**src/rtl/mmu_pkg.sv**
```systemverilog
package mmu_pkg;

  // defaults for the top-level parameters
  localparam int DEF_MAX_DIM   = 8;
  localparam int DEF_FRAC_BITS = 16;

  // fixed field widths
  localparam int CMD_W     = 2;
  localparam int IDX_IN_W  = 3;
  localparam int VAL_W     = 32;
  localparam int DIM_W     = 4;
  localparam int CFG_IDX_W = 2;
  localparam int KIND_W    = 2;

  localparam logic [DIM_W-1:0] DIM_RESET = 4'd8;

  // depth of the queue between front and back
  localparam int Q_DEPTH = 4;

  typedef enum logic [CMD_W-1:0] {
    CMD_LOAD_A  = 2'd0,
    CMD_LOAD_B  = 2'd1,
    CMD_COMPUTE = 2'd2
  } cmd_t;

  typedef enum logic [KIND_W-1:0] {
    KIND_LOAD_A  = 2'd0,
    KIND_LOAD_B  = 2'd1,
    KIND_COMPUTE = 2'd2
  } kind_t;

  localparam logic [CFG_IDX_W-1:0] REG_ROWS_OF_A  = 2'd0;
  localparam logic [CFG_IDX_W-1:0] REG_INNER_SIZE = 2'd1;
  localparam logic [CFG_IDX_W-1:0] REG_COLS_OF_B  = 2'd2;

endpackage

```
**src/rtl/mmu_fifo.sv**
```systemverilog
module mmu_fifo #(
  parameter int W = 8
) (
  input  logic         clk,
  input  logic         rst_n,
  input  logic         push,
  input  logic [W-1:0] push_data,
  output logic         full,
  output logic         pop_valid,
  input  logic         pop_ready,
  output logic [W-1:0] pop_data
);

  localparam int PTR_W = (mmu_pkg::Q_DEPTH > 1) ? $clog2(mmu_pkg::Q_DEPTH) : 1;
  localparam int CNT_W = $clog2(mmu_pkg::Q_DEPTH + 1);

  logic [W-1:0]     slot_r [mmu_pkg::Q_DEPTH];
  logic [PTR_W-1:0] wr_ptr_r;
  logic [PTR_W-1:0] rd_ptr_r;
  logic [CNT_W-1:0] cnt_r;
  logic             pop;

  assign full      = (cnt_r == CNT_W'(mmu_pkg::Q_DEPTH));
  assign pop_valid = (cnt_r != '0);
  assign pop_data  = slot_r[rd_ptr_r];
  assign pop       = pop_valid && pop_ready;

  always_ff @(posedge clk) begin
    if (push) begin
      slot_r[wr_ptr_r] <= push_data;
    end
  end

  always_ff @(posedge clk) begin
    if (!rst_n) begin
      wr_ptr_r <= '0;
      rd_ptr_r <= '0;
      cnt_r    <= '0;
    end else begin
      if (push) begin
        wr_ptr_r <= (int'(wr_ptr_r) == mmu_pkg::Q_DEPTH - 1) ? '0 : wr_ptr_r + PTR_W'(1);
      end
      if (pop) begin
        rd_ptr_r <= (int'(rd_ptr_r) == mmu_pkg::Q_DEPTH - 1) ? '0 : rd_ptr_r + PTR_W'(1);
      end
      if (push && !pop) begin
        cnt_r <= cnt_r + CNT_W'(1);
      end else if (!push && pop) begin
        cnt_r <= cnt_r - CNT_W'(1);
      end
    end
  end

endmodule

```
**config.mk**
```make
export PLATFORM = sky130hd
export DESIGN_NAME = mmu_fifo
export DESIGN_NICKNAME = d
export VERILOG_FILES = /design/src/rtl/mmu_pkg.sv /design/src/rtl/mmu_fifo.sv
export SDC_FILE = /design/constraint.sdc
export NUM_CORES = 1
export LEC_CHECK = 0
export BUFFER_PORTS_ARGS = -buffer_cell sky130_fd_sc_hd__buf_2
export CAP_MARGIN = 0
export CORE_MARGIN = 1.5
export CORE_UTILIZATION = 59
export DETAILED_ROUTE_END_ITERATION = 10
export PLACE_DENSITY = 0.81
export SLEW_MARGIN = 20
export SYNTH_ARGS = -nofsm -noshare
export SYNTH_HDL_FRONTEND = slang
export SYNTH_SLANG_ARGS = --single-unit
```
**constraint.sdc**
```tcl
create_clock -name clk -period 5.7 [get_ports clk]
set_input_delay 0.285 -clock clk [delete_from_list [all_inputs] [get_ports clk]]
set_output_delay 0.285 -clock clk [all_outputs]
set_load 0.005 [all_outputs]
```
==> flow_summary.toml, run 1 <==
[clocking]
cts_hold_buf = 0
numCtsBuffers = 5
post_cts_buffers = 0
clockRootBuffer = "clkbuf_4"
ctsResizeCount = 0
cts_tree = "built"
h-tree-depth = 2
clkLatencyLatePin_ns = 0.33
clk_pin_slew_ns = 0.10
numClockSinks = 41
clockBufferDepth = 2

[place]
dpl_cell_area_sq_um = 1757
io_buffers = 21
post-place-ws_ns = 3.566
place_hpwl_microns = 1710
globalplace.congestion = 0.6796

[timing]
fin_tns_setup_ns = 0
max_slew_margin_pct = 64.13
finalSetupViolCount = 0
fin_ws_ns = 3.563
drv_slew = 0
layout_worst_path_cycle_share_pct = 37.49
worst_slew_pin_slew_ns = 0.5373
min_period_ns = 2.137
rsz0062_at_grt = "false"
hold_viol_final = 0
skew_ns = 0.003078
fmax_ghz = 0.4680

[pwr]
power.internal_mw = 0.4864
clkPwrFrac_pct = 19.5
p_total_mw = 0.6645
vdd_drop_max_mv = 0.3049
netSwitchingFraction_pct = 26.80
seqPwrFrac_pct = 58.4
p_per_area_nw_per_um2 = 368.1
power_frac_comb_pct = 22.1
power.leakage_nw = 0.6559
p_switching_mw = 0.1781

[critical_path]
critPathMaxFanout = 5
rr_worst_depth = 7
end_kind = "register"
critPathMaxStageDelay_ns = 0.39
worstPathArrival_ns = 2.40
timing.rr.end = "cnt_r[2]$_SDFFE_PN0P_"
critical_path_class = "reg2reg"
r2r_setup_slack_ns = 3.56
crit_chain = "o31ai_4 > ha_1 > inv_1 > fa_1 > xor2_1 > or3_1 > a21boi_1"
crit_required_ns = 5.96
path_delay_family = "adder cells"
cp_slowest_cell = "dfxtp_1"
critPathLaunchType = "register"
critical_path_buf_inv_count = 1
reg2reg_from = "cnt_r[1]$_SDFFE_PN0P_"

[global_route]
grt.busiest_layer = "met2"
grt.total_usage_pct = 18.48
grt_overflow_total = 0
grt_start_max_net_pins = 13
use_met2_pct = 31.29
grt_pass1_wl_microns = 4119
grt_pass1_vias = 905
met3_usage_pct = 4.918
use_met1_pct = 22.63
antenna_found_initial = 0

[die]
fp.dieW_microns = 55.57
initial_core_util_pct = 64.06
dieArea_sq_um = 3087
boundaryPins = 22
fp.dieH_microns = 55.57
core-area_sq_um = 2545
fp-row-count = 18

[synth]
synth_xor_area_share_pct = 1.074
netlist_area_sq_um = 1630
synth_top_family_by_area = "multiplexers"
synthSimpleGateAreaFrac_pct = 5.833
netlist_top_cells_area = "edfxtp_1 (59%), dfxtp_1 (11%), mux4_2 (11%)"
synth-compound-area-share_pct = 2.686
yosys.area.top_type = "edfxtp_1"
synth_flop_cell = "edfxtp_1"
synth_mux_area_share_pct = 12.89
yosysUniqueCellTypes = 21
synthCells = 88
synth-seq-cells = 41
synth.top_cell.area_share_pct = 58.94
synth_edf_count = 32
synth_adder_area_share_pct = 5.833
async_flop_share_pct = 0
yosysSeqAreaShare_pct = 69.99
avgSynthCellArea_sq_um = 18.53
synth-warning-count = 0
syn-num-nets = 107

[drt]
vias = 821
drt-pass1-iter-count = 4
routed_via_density = 5.662
drt-total-wl_microns = 2387
drt_iter0_drc = 24
avgRoutedWirePerCell_microns = 16.46
post-route-drc-count = 0
final_antenna_net_count = 0

[job]
max_cap_violations = 0

[final_layout]
num_antenna_cells = 0
seqCellArea_sq_um = 1141
multi_input_area_sq_um = 461.7
fill_cells = 170
synthToLayoutAreaGrowth_pct = 10.74
design_area_sq_um = 1805
nets = 133
layout-drive-gt1-share_pct = 30.43

[worst_hold_path]
hp-start = "push_data[0]"
hold_end = "slot_r[0][0]$_DFFE_PP_"
whs_path_depth = 1
hold_class = "in2reg"

[outcome]
status = "completed"
## state kept, by name (all words and copies together), names as in the netlist, named ones only
name / flops
slot_r: 32
wr_ptr_r: 2
cnt_r: 3
rd_ptr_r: 2
## per-stage QoR
| stage | hold slack, ns | cells | util (%) |
|---|---|---|---|
| after floorplan | 0.3839 | 88 | - |
| after global placement | 0.4958 | 137 | 69.03 |
| after detailed placement | 0.5016 | 137 | 69.03 |
| after CTS | 0.1505 | 145 | 70.94 |
| after global routing | 0.1489 | 145 | 70.94 |
| final | 0.1601 | 145 | 70.94 |
## per-layer routing
layer	vias to the layer above	part of all wire (%)	wire, microns
met5	-	0	0
met4	0	1.2	29
met3	4	5.0	120
met2	27	53	1255
met1	401	41	981
li1	389	-	-
## final cells by class
class	instances	share of cell area [%]
sequential	41	63.20
tap	30	2.079
timing repair buffer	21	5.821
clock buffer	7	2.495
multi-input combinational	42	25.57
inverter	3	0.6237
clock inverter	1	0.2079
## power by group through the flow
stage	Clock (mW)	Sequential [mW]	Combinational, mW
5_1_grt	0.144	0.395	0.165
4_1_cts	0.131	0.389	0.150
6_report	0.130	0.388	0.147
3_3_place_gp	0	0.394	0.141
3_5_place_dp	0	0.396	0.149
2_1_floorplan	0	0.375	0.121
## how the worst max path moves through the flow
stage	startpoint	to	cells past startpoint
global placement	cnt_r[1]$_SDFFE_PN0P_	cnt_r[2]$_SDFFE_PN0P_	7
global route	cnt_r[1]$_SDFFE_PN0P_	cnt_r[2]$_SDFFE_PN0P_	7
detailed placement	cnt_r[1]$_SDFFE_PN0P_	cnt_r[2]$_SDFFE_PN0P_	7
finish	cnt_r[1]$_SDFFE_PN0P_	cnt_r[2]$_SDFFE_PN0P_	7
floorplan	cnt_r[1]$_SDFFE_PN0P_	cnt_r[2]$_SDFFE_PN0P_	7
CTS	cnt_r[1]$_SDFFE_PN0P_	cnt_r[2]$_SDFFE_PN0P_	7
## cells by family (layout without fill, tap and decap cells)
kind of cell	Yosys count	after routing
DFF	41	41
and+or+nand+nor	17	17
muxes	11	11
adders and majority gates	7	7
AOI/OAI and AO/OA	5	5
buffers and inverters	5	32
xor gates and xnor gates	2	2
## Yosys cell counts, types with 2 or more instances
cell type,n
nand3_1,2
nand2_1,2
dfxtp_1,9
edfxtp_1,32
mux2i_1,3
o21ai_0,3
or3_1,2
ha_1,6
nor2_1,2
nor2b_1,3
inv_1,3
and2_1,5
mux4_2,8
## placed cells by master (no fill, tap or decap)
cell / count
clkbuf_4: 5
dfxtp_1: 9
and2_1: 5
o21ai_0: 3
clkinv_1: 1
inv_1: 3
edfxtp_1: 32
o31ai_4: 1
a21boi_1: 1
xnor2_1: 1
mux2i_1: 3
or3_1: 2
buf_2: 21
nand2_1: 2
nor2_1: 2
fa_1: 1
nor2b_1: 3
nand3_1: 2
xor2_1: 1
ha_1: 6
mux4_2: 8
nor3b_1: 1
clkbuf_1: 2
Note: power is estimated with default switching activity, not from simulation.
==> run 2: changes to the inputs <==
Settings changed: CORE_UTILIZATION 59 to 55, PLACE_DENSITY 0.81 to 0.77.
Clock period 5.7 ns to 2.2 ns, I/O delays scaled along.
==> run 2 against run 1 <==
  * Critical path depth did not move
  * Non-clock buffer count increased by 8
  * Sequential power increased to 2.6 times the previous value
  * Utilization is 2.0 points lower
  * Critical path type unchanged
==> flow_summary.toml, run 2 (synthesis results as in run 1) <==
[clocking]
ctsResizeCount = 0
clockRootBuffer = "clkbuf_4"
clkLatencyLatePin_ns = 0.34
cts_tree = "built"
clockBufferDepth = 2
h-tree-depth = 2
numClockSinks = 41
numCtsBuffers = 5
clk_pin_slew_ns = 0.11

[drt]
routed_via_density = 5.396
drt-pass1-iter-count = 4
met3_length_microns = 108
post-route-drc-count = 0
vias = 831
final_antenna_net_count = 0
highest_layer = "met4"
drt-total-wl_microns = 2479
wl_met1_microns = 1023
avgRoutedWirePerCell_microns = 16.10
wl_met2_microns = 1281
drt_iter0_drc = 15

[pwr]
power.internal_mw = 1.372
power.leakage_nw = 0.7061
p_switching_mw = 0.4697
p_per_area_nw_per_um2 = 960.4
clkPwrFrac_pct = 24.3
vdd_drop_max_mv = 0.8808
power_frac_comb_pct = 21.0
netSwitchingFraction_pct = 25.50
seqPwrFrac_pct = 54.7

[final_layout]
final_common_cell = "edfxtp_1"
postLayoutCoreUtil_pct = 68.96
fill_cells = 184
num_antenna_cells = 0
regMostFlops = "slot_r"
largest_reg_flops = 32
top_regs = "slot_r (32), cnt_r (3)"
synthToLayoutAreaGrowth_pct = 17.65
seqCellArea_sq_um = 1141
multi_input_area_sq_um = 461.7
nets = 141
layout-drive-gt1-share_pct = 30.08
final_cell_mix = "edfxtp_1 (32), buf_2 (21), dfxtp_1 (9), mux4_2 (8), dlygate4sd3_1 (8)"

[timing]
skew_ns = 0.002821
fmax_ghz = 0.4820
fin_tns_setup_ns = 0
drv_slew = 0
fin_ws_ns = 0.1252
rsz0062_at_grt = "false"
min_period_ns = 2.075
layout_worst_path_cycle_share_pct = 94.31
max_slew_margin_pct = 63.77
fin_hold_ws_ns = 0.07786
hold_viol_final = 0
finalSetupViolCount = 0
worst_slew_pin_slew_ns = 0.5427

[global_route]
grt_overflow_total = 0
antenna_found_initial = 0
grt.total_usage_pct = 17.07
grt_pass1_wl_microns = 3912
grt_start_max_net_pins = 13
grt_pass1_vias = 843

[critical_path]
end_kind = "register"
critPathLaunchType = "register"
cp_slowest_cell = "dfxtp_1"
r2r_setup_slack_ns = 0.13
critPathMaxStageDelay_ns = 0.40
critical_path_class = "reg2reg"
rr_worst_depth = 7
critPathMaxFanout = 5
crit_chain = "o31ai_4 > ha_1 > inv_1 > fa_1 > xor2_1 > or3_1 > a21boi_1"
timing.rr.end = "cnt_r[2]$_SDFFE_PN0P_"
crit_required_ns = 2.49
worstPathArrival_ns = 2.36
reg2reg_from = "cnt_r[0]$_SDFFE_PN0P_"

[worst_hold_path]
whs_path_depth = 2
hp-start = "rst_n"
hold_end = "cnt_r[2]$_SDFFE_PN0P_"
hold_class = "in2reg"

[die]
core-area_sq_um = 2781
fp.dieW_microns = 57.45
fp-row-count = 19
initial_core_util_pct = 58.61
fp.dieH_microns = 57.45
boundaryPins = 22
dieArea_sq_um = 3300

[outcome]
status = "completed"

[place]
post-place-ws_ns = 0.1475
globalplace.congestion = 0.6538
place_hpwl_microns = 1633
io_buffers = 21

[job]
max_cap_violations = 0
==> run 2: cell count changes in the layout (fill, tap and decap cells not counted) <==
cell	previous run	this run
clkbuf_8	0	1
clkbuf_1	2	1
clkbuf_16	0	1
clkinv_1	1	0
dlygate4sd3_1	0	8
==> run 2: cell type report <==
type	count	area share, %
flip-flops and latches	41	59.49
well taps	31	2.022
inverters	3	0.5871
clock buffers	8	4.175
multi-input cells	42	24.07
repair buffers	29	9.654
==> run 2: power by group through the flow <==
stage                     Clock [mW]  Combinational, mW  Sequential (mW)
after floorplan                    0              0.313            0.970
after global placement             0              0.366             1.02
after detailed placement           0              0.376             1.03
after CTS                      0.464              0.394             1.01
after global routing           0.493              0.421             1.02
final                          0.448              0.387             1.01
==> run 2: worst max path at each step <==
stage                     depth (start not counted)             startpoint               endpoint
after floorplan                                   7  cnt_r[1]$_SDFFE_PN0P_  cnt_r[2]$_SDFFE_PN0P_
after global routing                              7  cnt_r[0]$_SDFFE_PN0P_  cnt_r[2]$_SDFFE_PN0P_
after detailed placement                          7  cnt_r[1]$_SDFFE_PN0P_  cnt_r[2]$_SDFFE_PN0P_
final                                             7  cnt_r[0]$_SDFFE_PN0P_  cnt_r[2]$_SDFFE_PN0P_
after CTS                                         7  cnt_r[1]$_SDFFE_PN0P_  cnt_r[2]$_SDFFE_PN0P_
after global placement                            7  cnt_r[1]$_SDFFE_PN0P_  cnt_r[2]$_SDFFE_PN0P_
==> run 2: critical path, delay by kind of cell (launching register included) <==
kind	cells	cell delay, ns
simple gates	1	0.32
fa+ha+maj	2	0.62
compound gates	2	0.45
flops	1	0.40
xor+xnor	1	0.16
buf+inv	1	0.07
==> run 2: layer usage <==
metal  global-route usage [%]  vias to the layer above
met5                        0                        -
met4                    9.967                        0
met3                    4.762                        7
met2                    28.25                       24
met1                    19.87                      397
li1                         -                      403
==> run 2: what timing repair did <==
action	in CTS	in global routing
hold buffers	8	0
endpoints found under the setup margin	0	1
endpoints found under the hold margin	32	0
buffers inserted	0	0
==> run 2: stage by stage <==
| stage | cell area (sq um) | cells | power [mW] |
|---|---|---|---|
| after detailed placement | 1758 | 138 | 1.405 |
| after CTS | 1918 | 154 | 1.868 |
| final | 1918 | 154 | 1.842 |
| after global placement | 1758 | 138 | 1.388 |
| after floorplan | 1630 | 88 | 1.283 |
| after global routing | 1918 | 154 | 1.938 |
==> run 3: changes to the inputs <==
Settings changed: CELL_PAD_IN_SITES_DETAIL_PLACEMENT from default to 1, CELL_PAD_IN_SITES_GLOBAL_PLACEMENT from default to 1, CORE_UTILIZATION 55 to 47, PLACE_DENSITY 0.77 to default, PLACE_DENSITY_LB_ADDON from default to 0.1.
==> run 3 against run 2 <==
  * Fmax up 0.67%
  * Combinational power up 2%
  * Critical path depth unchanged
  * Clock skew up 0.0084 ns
  * Clock power up 3%
  * Sequential share of layout area down 0.35 points
  * Global-route usage down 1.1 points
  * First-iteration DRC count rose to 2.5 times the previous value
  * Sequential power about the same
  * Design area up 0.59%
  * Critical endpoint unchanged
==> flow_summary.toml, run 3 (synthesis results as in run 1) <==
[global_route]
grt_pass1_wl_microns = 4133
grt_overflow_total = 0
grt_start_max_net_pins = 13
grt.total_usage_pct = 15.94
grt_pass1_vias = 895
antenna_found_initial = 0

[pwr]
power.leakage_nw = 0.7034
p_switching_mw = 0.4846
clkPwrFrac_pct = 24.7
netSwitchingFraction_pct = 26.00
power.internal_mw = 1.379
vdd_drop_max_mv = 0.4738
p_per_area_nw_per_um2 = 966.1
power_frac_comb_pct = 21.2
seqPwrFrac_pct = 54.1

[critical_path]
crit_required_ns = 2.47
critPathLaunchType = "register"
path_delay_family = "adder cells"
crit_chain = "o31ai_4 > ha_1 > inv_1 > fa_1 > xor2_1 > or3_1 > a21boi_1"
critical_path_buf_inv_count = 1
critical_path_class = "reg2reg"
worstPathArrival_ns = 2.33
critPathMaxFanout = 5
cp_slowest_cell = "dfxtp_1"
end_kind = "register"
r2r_setup_slack_ns = 0.14
critPathMaxStageDelay_ns = 0.40

[clocking]
ctsResizeCount = 0
clkLatencyLatePin_ns = 0.34
numClockSinks = 41
clockRootBuffer = "clkbuf_4"
numCtsBuffers = 5
cts_tree = "built"
h-tree-depth = 2
clockBufferDepth = 2
post_cts_buffers = 0
clk_pin_slew_ns = 0.11

[die]
fp-row-count = 21
fp.dieH_microns = 61.90
core-area_sq_um = 3337
dieArea_sq_um = 3831
fp.dieW_microns = 61.90
boundaryPins = 22
initial_core_util_pct = 48.86

[drt]
drt-pass1-iter-count = 2
vias = 852
drt-total-wl_microns = 2703
drt_iter0_drc = 38
avgRoutedWirePerCell_microns = 16.09
post-route-drc-count = 0
final_antenna_net_count = 0
routed_via_density = 5.071

[final_layout]
synthToLayoutAreaGrowth_pct = 18.34
instances_no_fill = 168
largest_reg_flops = 32
num_antenna_cells = 0
layout-drive-gt1-share_pct = 30.33
final_cell_mix = "edfxtp_1 (32), buf_2 (21), dfxtp_1 (9), mux4_2 (8), dlygate4sd3_1 (8)"
postLayoutCoreUtil_pct = 57.82
nets = 141
top_regs = "slot_r (32), cnt_r (3)"
regMostFlops = "slot_r"
final_common_cell = "edfxtp_1"

[timing]
max_slew_margin_pct = 63.89
skew_ns = 0.01118
layout_worst_path_cycle_share_pct = 93.68
finalSetupViolCount = 0
rsz0062_at_grt = "false"
worst_slew_pin_slew_ns = 0.5410
drv_slew = 0
fin_tns_setup_ns = 0
hold_viol_final = 0
fin_ws_ns = 0.1391
min_period_ns = 2.061
fmax_ghz = 0.4852

[place]
place_hpwl_microns = 1869
io_buffers = 21
post-place-ws_ns = 0.1324
placed_cells = 153
globalplace.congestion = 0.6449

[worst_hold_path]
hold_class = "in2reg"

[outcome]
status = "completed"

[job]
max_cap_violations = 0
==> run 3: changes by cell type in the layout (fill, tap and decap cells not counted) <==
| cell | before | now |
|---|---|---|
| bufinv_16 | 0 | 1 |
| clkbuf_1 | 1 | 0 |
| clkbuf_16 | 1 | 0 |
| clkbuf_8 | 1 | 0 |
| clkinv_2 | 0 | 1 |
==> run 3: power by group through the flow <==
stage                     clock network [mW]  registers, mW  logic, mW
after floorplan                            0          0.970      0.313
after detailed placement                   0           1.03      0.387
after global routing                   0.495           1.03      0.442
after global placement                     0           1.02      0.370
final                                  0.461           1.01      0.396
after CTS                              0.468           1.01      0.403
==> run 3: worst reg2reg max path, delay by kind of cell, from the launching register on <==
family | cells | cell delay (ns)
and+or+nand+nor | 1 | 0.31
buffers and inverters | 1 | 0.06
adders and majority gates | 2 | 0.62
AOI/OAI and AO/OA | 2 | 0.46
DFF | 1 | 0.40
xor gates and xnor gates | 1 | 0.16
==> run 3: stage by stage <==
stage / area, sq um / power (mW) / hold WS [ns]
after CTS: 1929 / 1.885 / 0.08757
final: 1929 / 1.864 / 0.09163
after global placement: 1777 / 1.395 / 0.3209
after floorplan: 1630 / 1.283 / 0.2089
after detailed placement: 1777 / 1.418 / 0.3309
after global routing: 1929 / 1.963 / 0.08934
==> run 3: layer usage <==
| metal | track usage [%] | vias up | share of wire (%) |
|---|---|---|---|
| met3 | 4.141 | 7 | 3.1 |
| met5 | 0 | - | 0 |
| met2 | 26.92 | 19 | 54 |
| met4 | 9.422 | 0 | 1.8 |
| li1 | - | 401 | - |
| met1 | 18.23 | 425 | 41 |
==> run 3: area by class of cell <==
class	count	area [sq um]
multi-input combinational	42	461.7
sequential	41	1141
tap	46	57.56
timing repair buffer	29	185.2
inverter	3	11.26
clock inverter	2	35.03
clock buffer	5	37.54
fill	326	1408
==> run 3: path summary, 6_finish.rpt <==
check	start	cells past startpoint	end
max	cnt_r[0]$_SDFFE_PN0P_	7	cnt_r[2]$_SDFFE_PN0P_
min	rst_n	2	wr_ptr_r[0]$_SDFFE_PN0P_
max reg2reg	cnt_r[0]$_SDFFE_PN0P_	7	cnt_r[2]$_SDFFE_PN0P_
min reg2reg	cnt_r[2]$_SDFFE_PN0P_	2	cnt_r[2]$_SDFFE_PN0P_
==> run 3: repair_timing <==
item | CTS | global route
setup endpoints to repair | 0 | 1
hold buffers | 8 | 0
endpoints found under the hold margin | 32 | 0
