--- src/rtl/mmu_pkg.sv ---
package mmu_pkg;

  // defaults for the top-level parameters
  localparam int DEF_MAX_DIM   = 8;
  localparam int DEF_FRAC_BITS = 16;

  // fixed field widths
  localparam int CMD_W     = 2;
  localparam int IDX_IN_W  = 3;
  localparam int VAL_W     = 32;
  localparam int DIM_W     = 4;
  localparam int CFG_IDX_W = 2;
  localparam int KIND_W    = 2;

  localparam logic [DIM_W-1:0] DIM_RESET = 4'd8;

  // depth of the queue between front and back
  localparam int Q_DEPTH = 4;

  typedef enum logic [CMD_W-1:0] {
    CMD_LOAD_A  = 2'd0,
    CMD_LOAD_B  = 2'd1,
    CMD_COMPUTE = 2'd2
  } cmd_t;

  typedef enum logic [KIND_W-1:0] {
    KIND_LOAD_A  = 2'd0,
    KIND_LOAD_B  = 2'd1,
    KIND_COMPUTE = 2'd2
  } kind_t;

  localparam logic [CFG_IDX_W-1:0] REG_ROWS_OF_A  = 2'd0;
  localparam logic [CFG_IDX_W-1:0] REG_INNER_SIZE = 2'd1;
  localparam logic [CFG_IDX_W-1:0] REG_COLS_OF_B  = 2'd2;

endpackage

--- src/rtl/mmu_front.sv ---
module mmu_front #(
  parameter int MAX_DIM = mmu_pkg::DEF_MAX_DIM
) (
  input  logic                                clk,
  input  logic                                rst_n,
  input  logic                                in_valid,
  output logic                                in_ready,
  input  logic [mmu_pkg::CMD_W-1:0]           in_command,
  input  logic [mmu_pkg::IDX_IN_W-1:0]        in_row_index,
  input  logic [mmu_pkg::IDX_IN_W-1:0]        in_col_index,
  input  logic signed [mmu_pkg::VAL_W-1:0]    in_element_value,
  input  logic                                cfg_wr_en,
  input  logic [mmu_pkg::CFG_IDX_W-1:0]       cfg_index,
  input  logic [mmu_pkg::DIM_W-1:0]           cfg_data,
  input  logic                                q_full,
  output logic                                q_push,
  output logic [mmu_pkg::KIND_W + ((MAX_DIM > 1) ? $clog2(MAX_DIM * MAX_DIM) : 1)
                + mmu_pkg::VAL_W - 1:0]       q_data,
  output logic [$clog2(MAX_DIM + 1)-1:0]      dim_rows,
  output logic [$clog2(MAX_DIM + 1)-1:0]      dim_inner,
  output logic [$clog2(MAX_DIM + 1)-1:0]      dim_cols
);

  localparam int ADDR_W    = (MAX_DIM > 1) ? $clog2(MAX_DIM * MAX_DIM) : 1;
  localparam int DIM_CNT_W = $clog2(MAX_DIM + 1);

  logic [mmu_pkg::DIM_W-1:0] rows_r;
  logic [mmu_pkg::DIM_W-1:0] inner_r;
  logic [mmu_pkg::DIM_W-1:0] cols_r;
  logic                      keep;
  mmu_pkg::kind_t            kind;
  logic [ADDR_W-1:0]         addr;

  // zero acts as one, anything above the store size as the store size
  function automatic logic [DIM_CNT_W-1:0] clamp_dim(input logic [mmu_pkg::DIM_W-1:0] v);
    if (v == '0) return DIM_CNT_W'(1);
    if (int'(v) > MAX_DIM) return DIM_CNT_W'(MAX_DIM);
    return DIM_CNT_W'(v);
  endfunction

  always_ff @(posedge clk) begin
    if (!rst_n) begin
      rows_r  <= mmu_pkg::DIM_RESET;
      inner_r <= mmu_pkg::DIM_RESET;
      cols_r  <= mmu_pkg::DIM_RESET;
    end else if (cfg_wr_en) begin
      unique case (cfg_index)
        mmu_pkg::REG_ROWS_OF_A:  rows_r  <= cfg_data;
        mmu_pkg::REG_INNER_SIZE: inner_r <= cfg_data;
        mmu_pkg::REG_COLS_OF_B:  cols_r  <= cfg_data;
        default: ;
      endcase
    end
  end

  assign dim_rows  = clamp_dim(rows_r);
  assign dim_inner = clamp_dim(inner_r);
  assign dim_cols  = clamp_dim(cols_r);

  // classify: out-of-bound loads and unused codes are dropped here
  always_comb begin
    keep = 1'b0;
    kind = mmu_pkg::KIND_COMPUTE;
    addr = ADDR_W'(int'(in_row_index) * MAX_DIM + int'(in_col_index));
    unique case (mmu_pkg::cmd_t'(in_command))
      mmu_pkg::CMD_LOAD_A: begin
        kind = mmu_pkg::KIND_LOAD_A;
        keep = (int'(in_row_index) < int'(dim_rows)) && (int'(in_col_index) < int'(dim_inner));
      end
      mmu_pkg::CMD_LOAD_B: begin
        kind = mmu_pkg::KIND_LOAD_B;
        keep = (int'(in_row_index) < int'(dim_inner)) && (int'(in_col_index) < int'(dim_cols));
      end
      mmu_pkg::CMD_COMPUTE: begin
        kind = mmu_pkg::KIND_COMPUTE;
        keep = 1'b1;
      end
      default: keep = 1'b0;
    endcase
  end

  assign in_ready = !q_full;
  assign q_push   = in_valid && in_ready && keep;
  assign q_data   = {kind, addr, in_element_value};

endmodule

--- config.mk ---
export PLATFORM = sky130hd
export DESIGN_NAME = mmu_front
export DESIGN_NICKNAME = d
export VERILOG_FILES = /design/src/rtl/mmu_pkg.sv /design/src/rtl/mmu_front.sv
export SDC_FILE = /design/constraint.sdc
export NUM_CORES = 1
export LEC_CHECK = 0
export BUFFER_PORTS_ARGS = -buffer_cell sky130_fd_sc_hd__buf_2
export CORE_MARGIN = 3
export CORE_UTILIZATION = 33
export DETAILED_ROUTE_END_ITERATION = 8
export PLACE_DENSITY = 0.76
export SYNTH_ARGS = -nofsm -noshare
export SYNTH_HDL_FRONTEND = slang
export SYNTH_SLANG_ARGS = --single-unit
--- constraint.sdc ---
create_clock -name clk -period 1.4 [get_ports clk]
set_clock_uncertainty 0.1 [all_clocks]
set_input_delay 0.07 -clock clk [delete_from_list [all_inputs] [get_ports clk]]
set_output_delay 0.07 -clock clk [all_outputs]
set_load 0.03 [all_outputs]
==> results of run 1 <==
-- cells in the mapped netlist --
library cell,n,area [um^2]
buf_4,38,285.3
dfxtp_1,12,240.2
mux2i_1,12,120.1
nor2b_1,11,68.82
ha_1,8,100.1
inv_1,7,26.28
nand2b_1,7,43.79
nor2_1,7,26.28
clkbuf_1,5,18.77
nand2_1,3,11.26
nor3_1,3,15.01
o21ba_2,3,30.03
nand3b_2,2,22.52
nor4_1,2,12.51
a2111oi_2,1,15.01
a211oi_1,1,7.510
nor3b_1,1,7.510
nor3b_4,1,18.77
nor4b_1,1,8.760
o211ai_1,1,7.510
o21a_1,1,7.510
o21ai_0,1,5.000
o22ai_1,1,6.260
o41ai_1,1,8.760
-- worst max-delay path by stage --
stage / depth (start not counted) / slack (ns) / end / from
after floorplan: 5 / -0.10 / q_push / inner_r[3]
after global placement: 7 / -0.22 / q_push / rows_r[3]
after detailed placement: 7 / -0.32 / q_push / rows_r[3]
after CTS: 7 / -0.57 / q_push / rows_r[3]
after global routing: 6 / -0.52 / q_push / inner_r[3]
final: 7 / -0.48 / q_push / rows_r[3]
-- per-layer routing --
| metal | GRT usage (%) | share of wire (%) | up-vias |
|---|---|---|---|
| met2 | 25.03 | 48 | 55 |
| met3 | 3.515 | 11 | 16 |
| met5 | 0 | 0 | - |
| met4 | 7.652 | 3.3 | 0 |
| met1 | 14.04 | 38 | 408 |
| li1 | - | - | 444 |
-- state kept, by name, indices dropped and copies added, names as in the netlist --
name,count
cols_r,4
rows_r,4
inner_r,4
-- worst max-delay path: stages (launching register included) --
cell       delay, ns
dfxtp_2         0.33
nand2b_4        0.15
ha_4            0.26
o21a_1          0.12
nor2_2          0.05
a2111oi_4       0.25
o22ai_2         0.13
buf_6           0.16
-- kinds of logic (layout without fill, tap and decap cells) --
| logic type | Yosys count | after routing |
|---|---|---|
| muxes | 12 | 12 |
| buffers and inverters | 50 | 75 |
| DFF | 12 | 12 |
| and+or+nand+nor | 38 | 38 |
| AOI/OAI and AO/OA | 10 | 10 |
| adders and majority gates | 8 | 8 |
-- per-stage QoR --
| stage | power, uW | setup WS, ns | setup TNS, ns |
|---|---|---|---|
| after floorplan | 698.2 | -0.1022 | -0.1022 |
| after global placement | 611.0 | -0.2230 | -0.2230 |
| after detailed placement | 621.1 | -0.3234 | -0.3234 |
| after CTS | 923.8 | -0.5735 | -0.9475 |
| after global routing | 969.5 | -0.5216 | -0.8047 |
| final | 929.5 | -0.4789 | -0.6424 |
-- where the power goes --
group	internal (uW)	switching [uW]
Combinational	145	153
Sequential	350	10.9
Clock	158	112
-- repair_timing --
item | in CTS | in global routing
hold buffers | 2 | 0
pin swaps | 8 | 5
gates resized for setup | 27 | 20
buffers inserted | 5 | 2
hold endpoints to repair | 3 | 0
setup endpoints to repair | 4 | 4
cloned | 0 | 0
-- final cells by class --
class	count	area share, %
Multi-Input combinational cell	68	47.61
Tap cell	44	3.503
Timing Repair Buffer	64	28.42
Inverter	7	1.672
Sequential cell	12	16.48
Clock buffer	4	2.309
==> impl_results.md, run 1 <==
- Syn nets: 189
- DR iter-0 viols: 28
- Syn Std Cell Area: 1114 um^2
- Max-cap viol count: 0
- Share of layout cells above drive strength 1: 67.10%
- Post-DP HPWL: 2200 um
- Worst-margin pin slew: 0.3241 ns
- DP Cell Count: 190
- IO Count: 105
- #FFs+latches synth: 12
- Clk Latency, worst-skew pair: 0.26 ns
- Final core utilization: 50.24%
- Endpoint of the worst hold path: cols_r[0]
- Die X: 64.09 um
- CP Class: register to output pin
- Mapped Cells: 130
- Worst EP arrival: 1.71 ns
- Drt pass-1 iters: 4
- Clk root buf: clkbuf_4
- Avg Cell Area, Syn: 8.566 um^2
- Largest net degree at the start of global routing: 13
- Vias: 923
- Seq/Total Area, Yosys: 21.57%
- Reg2reg end: rows_r[3]
- Finished Layout Cells: 199
- TritonCTS buffer count: 3
- Hold path startpoint: cfg_data[0]
- Period utilization: 134.2%
- Gpl congestion: 0.8073
- Fin crit period: 1.879 ns
- RSZ-0062 raised after global routing: yes
- Power Density: 591.5 nW/um^2
- DRC Markers: 0
- Setup ws final: -0.4789 ns
- Leak Pwr: 0.0007670 uW
- Vias per inst: 4.638
- Max Buffers Root-to-Sink: 2
- Most frequent cells in the layout: buf_2, buf_4, buf_6
- Critical path capture point type: output pin
- R2R cell count: 4
- Post-synthesis mux area share: 10.79%
- FF-to-FF Start: rows_r[3]
- Layout fillers: 275
- WHS Path Cells: 3
- Critical path peak fanout: 3
- Rows: 20
- CTS tree: done
- Critical Path Start Type: register
- Maximum vdd drop: 0.2925 mV
- Clk slew on worst S/H paths: 0.08 ns
- H-tree levels: 1
- Post-DRT Antenna Nets: 0
- First-pass GRT wire length: 4491 um
- Post-Place Cell Area: 1323 um^2
- Core area: 3128 um^2
- Simple-gate share of the synthesized area: 21.12%
- Maximum clock frequency: 532.2 MHz
- Final net count: 215
- Grt total ovfl: 0
- Initial antenna violation count: 0
- XOR/XNOR share of the synthesized area: 0%
- Adder-Cell Fraction of Synth Area: 8.989%
- Max-slew violations: 0
- Failing checks: negative setup slack
- Vias in the first global route: 992
- DIE HEIGHT: 64.09 um
- DIE AREA: 4108 um^2
- Worst min path class: primary input to register
- WHS: 0.007252 ns
- Drt total wl: 2838 um
- Most common cell after layout, fill and taps aside: buf_2
- Area grow syn2layout: 41.12%
- Number of buffers added on ports: 40
- # diodes: 0
- # setup viols final: 3
- Finished Cell Area: 1572 um^2
- Final hold vios: 0
- Main combinational cell family by area after synthesis: buffers and inverters
- WL/cell: 14.26 um
- Multi-input gate area: 748.2 um^2
- Post-synthesis compound-gate area fraction: 7.865%
- FF+latch area: 259.0 um^2
- Initial core utilization: 35.60%
- Cell variety after synth: 24
- Max_slew headroom: 78.40%
- R2r setup slk: 0.43 ns
- CP required: 1.23 ns
- Status: complete, but fails checks
- GRT Total Usage: 13.71%
- CTS sink count: 12
- YS warnings: 0
Power figures use the tool's default switching activity.
==> run 2: changes to the inputs <==
- ABC_AREA: default -> 1
- CORE_UTILIZATION: 33 -> 34
- PLACE_DENSITY: 0.76 -> 0.77
==> run 2 against run 1 <==
- the run still ends with negative setup slack left
- die area is 0.20% higher
- critical path depth is 4 higher
- core utilization is 4.3 points lower
- area after synthesis is 3.3% higher
- non-clock buffer count is 3 lower
- routed wire length is 21% lower
- hold slack better by 0.033 ns
- cell count is 22% higher
- fmax is 2.3% higher
- power is 1.4% higher
- critical path type unchanged
==> impl_results.md, run 2 <==
- CTS sink count: 12
- WL/cell: 9.198 um
- DIE HEIGHT: 64.16 um
- M2 GR Usage: 19.87%
- DRC Markers: 0
- GRT Total Usage: 11.50%
- Critical path capture point type: output pin
- DR iter-0 viols: 19
- R2r setup slk: 0.53 ns
- GR Util met1: 13.16%
- Die X: 64.16 um
- # diodes: 0
- Async SR Flop Fraction: 0%
- Most common cell after layout, fill and taps aside: buf_2
- Area grow syn2layout: 25.03%
- TritonCTS buffer count: 3
- Primary FF master, synth: dfxtp_1
- Post-synth top area share: 24.81%
- Worst-margin pin slew: 0.3888 ns
- RSZ-0062 raised after global routing: yes
- Post-DRT Antenna Nets: 0
- WHS: 0.04001 ns
- Final net count: 259
- First-pass GRT wire length: 3836 um
- Initial core utilization: 36.76%
- CTS tree: done
- Power Density: 655.6 nW/um^2
- DIE AREA: 4116 um^2
- Avg Cell Area, Syn: 6.496 um^2
- Share of layout cells above drive strength 1: 47.74%
- Reg2reg end: inner_r[3]
- Grt total ovfl: 0
- Launch point of the worst path: inner_r[3]
- Largest net degree at the start of global routing: 13
- IO Count: 105
- Mapped Cells: 177
- Final hold vios: 0
- Vias per inst: 4.128
- CP Class: register to output pin
- Core area: 3128 um^2
- Failing checks: negative setup slack
- CP required: 1.23 ns
- Setup ws final: -0.4375 ns
- Drt pass-1 iters: 4
- Multi-input gate area: 595.6 um^2
- Period utilization: 131.2%
- Top-count cell post-synth: buf_4
- Seq/Total Area, Yosys: 20.89%
- Rows: 20
- Max stage delay on crit path: 0.34 ns
- Drt total wl: 2235 um
- Max-cap viol count: 0
- Max-slew violations: 0
- Gpl congestion: 0.8097
- Worst min path class: primary input to output pin
- # setup viols final: 1
- R2R cell count: 3
- Status: complete, but fails checks
- Maximum vdd drop: 0.4420 mV
- Max Buffers Root-to-Sink: 2
- Maximum clock frequency: 544.2 MHz
- Critical Path Start Type: register
- Initial antenna violation count: 0
- Critical path peak fanout: 4
- GRT Max-Usage Layer: met2
- Most frequent cells in the layout: buf_2, inv_1, nand2_1, nor2_1, buf_4
- YS warnings: 0
- Synth area leaders: buf_4, dfxtp_1, nand2_1
- Clk root buf: clkbuf_4
- Cell mode on critical path: nor2_2
- Cell variety after synth: 21
- Leak Pwr: 0.0008125 uW
- Post-DP HPWL: 1908 um
- Clk Latency, worst-skew pair: 0.27 ns
- #FFs+latches synth: 12
- Number of buffers added on ports: 40
- Max_slew headroom: 73.94%
- CP cell instances: inv_4 -> nand2_4 -> ha_4 -> inv_1 -> nor2_1 -> a21boi_2 -> nand2_1 -> nor2_2 -> nor2_2 -> nor2_4 -> buf_6
- Vias: 1,003
- H-tree levels: 1
- FF-to-FF Start: inner_r[3]
- Post-synth EDFFs: 0
- Vias in the first global route: 949
- Pre-CTS setup slack: -0.2791 ns
- Clk slew on worst S/H paths: 0.08 ns
- Largest registers: cols_r x4, inner_r x4, rows_r x4
- Layout fillers: 321
- FF+latch area: 247.7 um^2
- Syn nets: 236
- Dominant cell type by area after synthesis: buf_4
- Worst EP arrival: 1.67 ns
- Fin crit period: 1.837 ns
- Top cells by instance count after synthesis: buf_4, nand2_1, inv_1
- Slowest-stage cell, CP: dfxtp_2
- Grt met3 use: 2.636%
- Syn Std Cell Area: 1150 um^2
- Setup crit end: q_push
run 2: cell types whose count changed in the layout (fill, tap and decap cells not counted), moves of 11 or more:
cell / change
nand2_1: +18
nor2_1: +18
inv_1: +17
buf_6: -12
mux2i_1: -12
nor2b_1: -11
run 2: power breakdown:
| group | switching [uW] | internal, uW |
|---|---|---|
| combinational | 169 | 123 |
| clock | 117 | 158 |
| sequential | 14.5 | 361 |
run 2: cell type report:
type	instances	area share, %
clock buffer	4	2.524
inverter	33	8.790
multi-input combinational	89	41.43
sequential	12	17.23
tap	44	3.829
timing repair buffer	61	26.20
run 2: through the flow:
step / setup TNS [ns] / utilization (%) / total power, uW / cells / cell area, um^2
2_1_floorplan: -0.09828 / - / 731.4 / 177 / 1247
3_3_place_gp: -0.2299 / 41.68 / 646.9 / 232 / 1304
4_1_cts: -0.4646 / 45.12 / 943.8 / 242 / 1411
5_1_grt: -0.5392 / 45.96 / 1000 / 243 / 1438
6_report: -0.4375 / 45.96 / 942.5 / 243 / 1438
3_5_place_dp: -0.2791 / 41.68 / 654.6 / 232 / 1304
run 2: worst max-delay path, delay by kind of cell, from the launching register on:
kind | cells | cell delay (ns)
AO/OA/AOI/OAI | 1 | 0.07
flip-flops | 1 | 0.34
AND/OR/NAND/NOR | 6 | 0.48
buffers and inverters | 3 | 0.24
adder cells (fa/ha/maj) | 1 | 0.26
run 2: kinds of logic after synthesis:
group | synth area share [%]
flops | 20.89
fa+ha+maj | 8.705
buf+inv | 37.21
compound gates | 11.32
simple gates | 21.87
run 2: how the worst min path moves through the flow:
stage	start	to	slack, ns	cells past startpoint
2_1_floorplan	cfg_data[3]	inner_r[3]	0.10	2
3_3_place_gp	in_element_value[14]	q_data[14]	0.04	0
3_5_place_dp	in_element_value[14]	q_data[14]	0.04	0
4_1_cts	in_element_value[14]	q_data[14]	0.04	0
5_1_grt	in_element_value[11]	q_data[11]	0.04	0
6_report	in_element_value[12]	q_data[12]	0.04	0
run 2: what timing repair did:
action,CTS,global route
resized for setup,6,6
hold endpoints to repair,11,0
setup buffers,1,1
pin swaps,6,4
endpoints found under the setup margin,1,1
hold buffers,5,0
run 2: routing by layer:
layer | wire length (um) | share of wire (%)
met1 | 942 | 42
met2 | 1098 | 49
met3 | 179 | 8.0
met4 | 14 | 0.63
met5 | 0 | 0
==> run 3: changes to the inputs <==
- CORE_UTILIZATION: 34 -> 35
- PLACE_DENSITY: 0.77 -> 0.76
- clock period: 1.4 -> 2.2 ns (I/O delays scaled with it)
==> run 3 against run 2 <==
- the run now ends clean
- first-iteration DRC count grew 120%
- highest routed layer unchanged
- sequential cell count is the same
- sequential share of layout area grew 3.3 points
- critical path type unchanged
- hold slack lost 0.032 ns
- routed wire length shrank 6.5%
- register-to-register slack gained 0.85 ns
==> impl_results.md, run 3 (same netlist as run 2, synthesis figures left out) <==
- Final core utilization: 37.74%
- # setup viols final: 0
- R2r setup slk: 1.38 ns
- Initial antenna violation count: 0
- Gpl congestion: 0.7164
- Max_slew headroom: 75.38%
- CTS sink count: 12
- Max-slew violations: 0
- CP Class: register to output pin
- Core area: 3103 um^2
- Clk slew on worst S/H paths: 0.07 ns
- Grt total ovfl: 0
- Most frequent cells in the layout: buf_2, nand2_1, inv_1
- Total power: 521.6 uW
- CTS tree: done
- Pre-CTS setup slack: 0.4612 ns
- TritonCTS buffer count: 3
- Period utilization: 91.65%
- Fin crit period: 2.016 ns
- CP required: 1.99 ns
- Largest registers: cols_r x4, inner_r x4, rows_r x4
- Final hold vios: 0
- Layout fillers: 363
- Max Buffers Root-to-Sink: 2
- # diodes: 0
- Clk Latency, worst-skew pair: 0.26 ns
- Vias in the first global route: 860
- Number of buffers added on ports: 40
- Worst EP arrival: 1.81 ns
- Max stage delay on crit path: 0.34 ns
- DRC Markers: 0
- Die X: 63.32 um
- Worst path bufs/invs: 2
- Critical path capture point type: output pin
- Initial core utilization: 37.06%
- Most common cell after layout, fill and taps aside: buf_2
- Share of layout cells above drive strength 1: 31.87%
- GRT Total Usage: 10.95%
- Cell mode on critical path: nand2_1
- Maximum vdd drop: 0.1795 mV
- Power Density: 445.4 nW/um^2
- DIE AREA: 4009 um^2
- Slowest-stage cell, CP: dfxtp_1
- DR iter-0 viols: 42
- CP cell instances: inv_2 -> nand2_1 -> ha_1 -> nand2_1 -> nand2_1 -> a21boi_2 -> nand2_1 -> nor2_2 -> nor2_1 -> nor2_1 -> buf_4
- Worst-margin pin slew: 0.3673 ns
- Worst min path class: primary input to register
- WL/cell: 9.248 um
- Max-cap viol count: 0
- Status: completed
- First-pass GRT wire length: 3588 um
- Rows: 20
- Post-DP HPWL: 1746 um
- Clk root buf: clkbuf_4
- H-tree levels: 1
- Largest net degree at the start of global routing: 13
- Final net count: 243
- Maximum clock frequency: 496.0 MHz
- Setup ws final: 0.1837 ns
- TNS Setup: 0 ns
- DIE HEIGHT: 63.32 um
- Post-DRT Antenna Nets: 0
- Area grow syn2layout: 1.850%
- Leak Pwr: 0.0006949 uW
- Critical Path Start Type: register
- Drt total wl: 2090 um
- Vias: 949
- Critical path peak fanout: 8
- Vias per inst: 4.199
- IO Count: 105
- Drt pass-1 iters: 4
- Delay-heaviest family, CP: simple AND/OR/NAND/NOR gates
run 3: changes by cell type in the layout (fill, tap and decap cells not counted), sizes merged:
cell	delta
dlygate4sd3	-2
buf	-14
clkbuf	-1
run 3: path summary, 6_finish.rpt:
path,start,endpoint,cells past startpoint
max,inner_r[3],q_push,11
min,cfg_data[1],rows_r[1],3
max reg2reg,inner_r[3],inner_r[3],2
min reg2reg,rows_r[0],rows_r[0],2
run 3: layout make-up:
type                            instances  area [um^2]  share of cell area [%]
Inverter                               33        123.9                   10.58
Sequential cell                        12        240.2                   20.51
Clock buffer                            3        22.52                   1.923
Tap cell                               44        55.05                   4.701
Timing Repair Buffer                   45        247.7                   21.15
Multi-Input combinational cell         89        481.7                   41.13
run 3: worst reg2reg max path, stage by stage (launching register included):
cell	delay [ns]
dfxtp_1	0.39
inv_2	0.10
o211ai_1	0.17
run 3: report_power, final:
part | total [uW] | switching [uW] | internal [uW]
clock network | 133 | 69.8 | 63.3
registers | 236 | 7.95 | 228
logic | 152 | 95.1 | 57.1
run 3: per-stage QoR:
| stage | area [um^2] | std cells | hold WS (ns) |
|---|---|---|---|
| floorplan | 1150 | 177 | 0.1404 |
| global placement | 1101 | 218 | 0.1202 |
| detailed placement | 1101 | 218 | 0.1202 |
| CTS | 1154 | 224 | 0.001783 |
| global route | 1171 | 226 | 0.03236 |
| finish | 1171 | 226 | 0.007861 |
run 3: routing by layer:
layer  wire length (um)  global-route usage (%)  vias up
met2                883                   16.73       29
met4                 38                   6.739        0
met5                  0                       0        -
met3                175                   2.852        8
li1                   -                       -      510
met1                993                   13.65      402
run 3: timing repair:
action | CTS | global route
hold buffers | 3 | 0
endpoints found under the hold margin | 4 | 0
setup buffers | 0 | 2
gates resized for setup | 0 | 2
endpoints found under the setup margin | 0 | 1
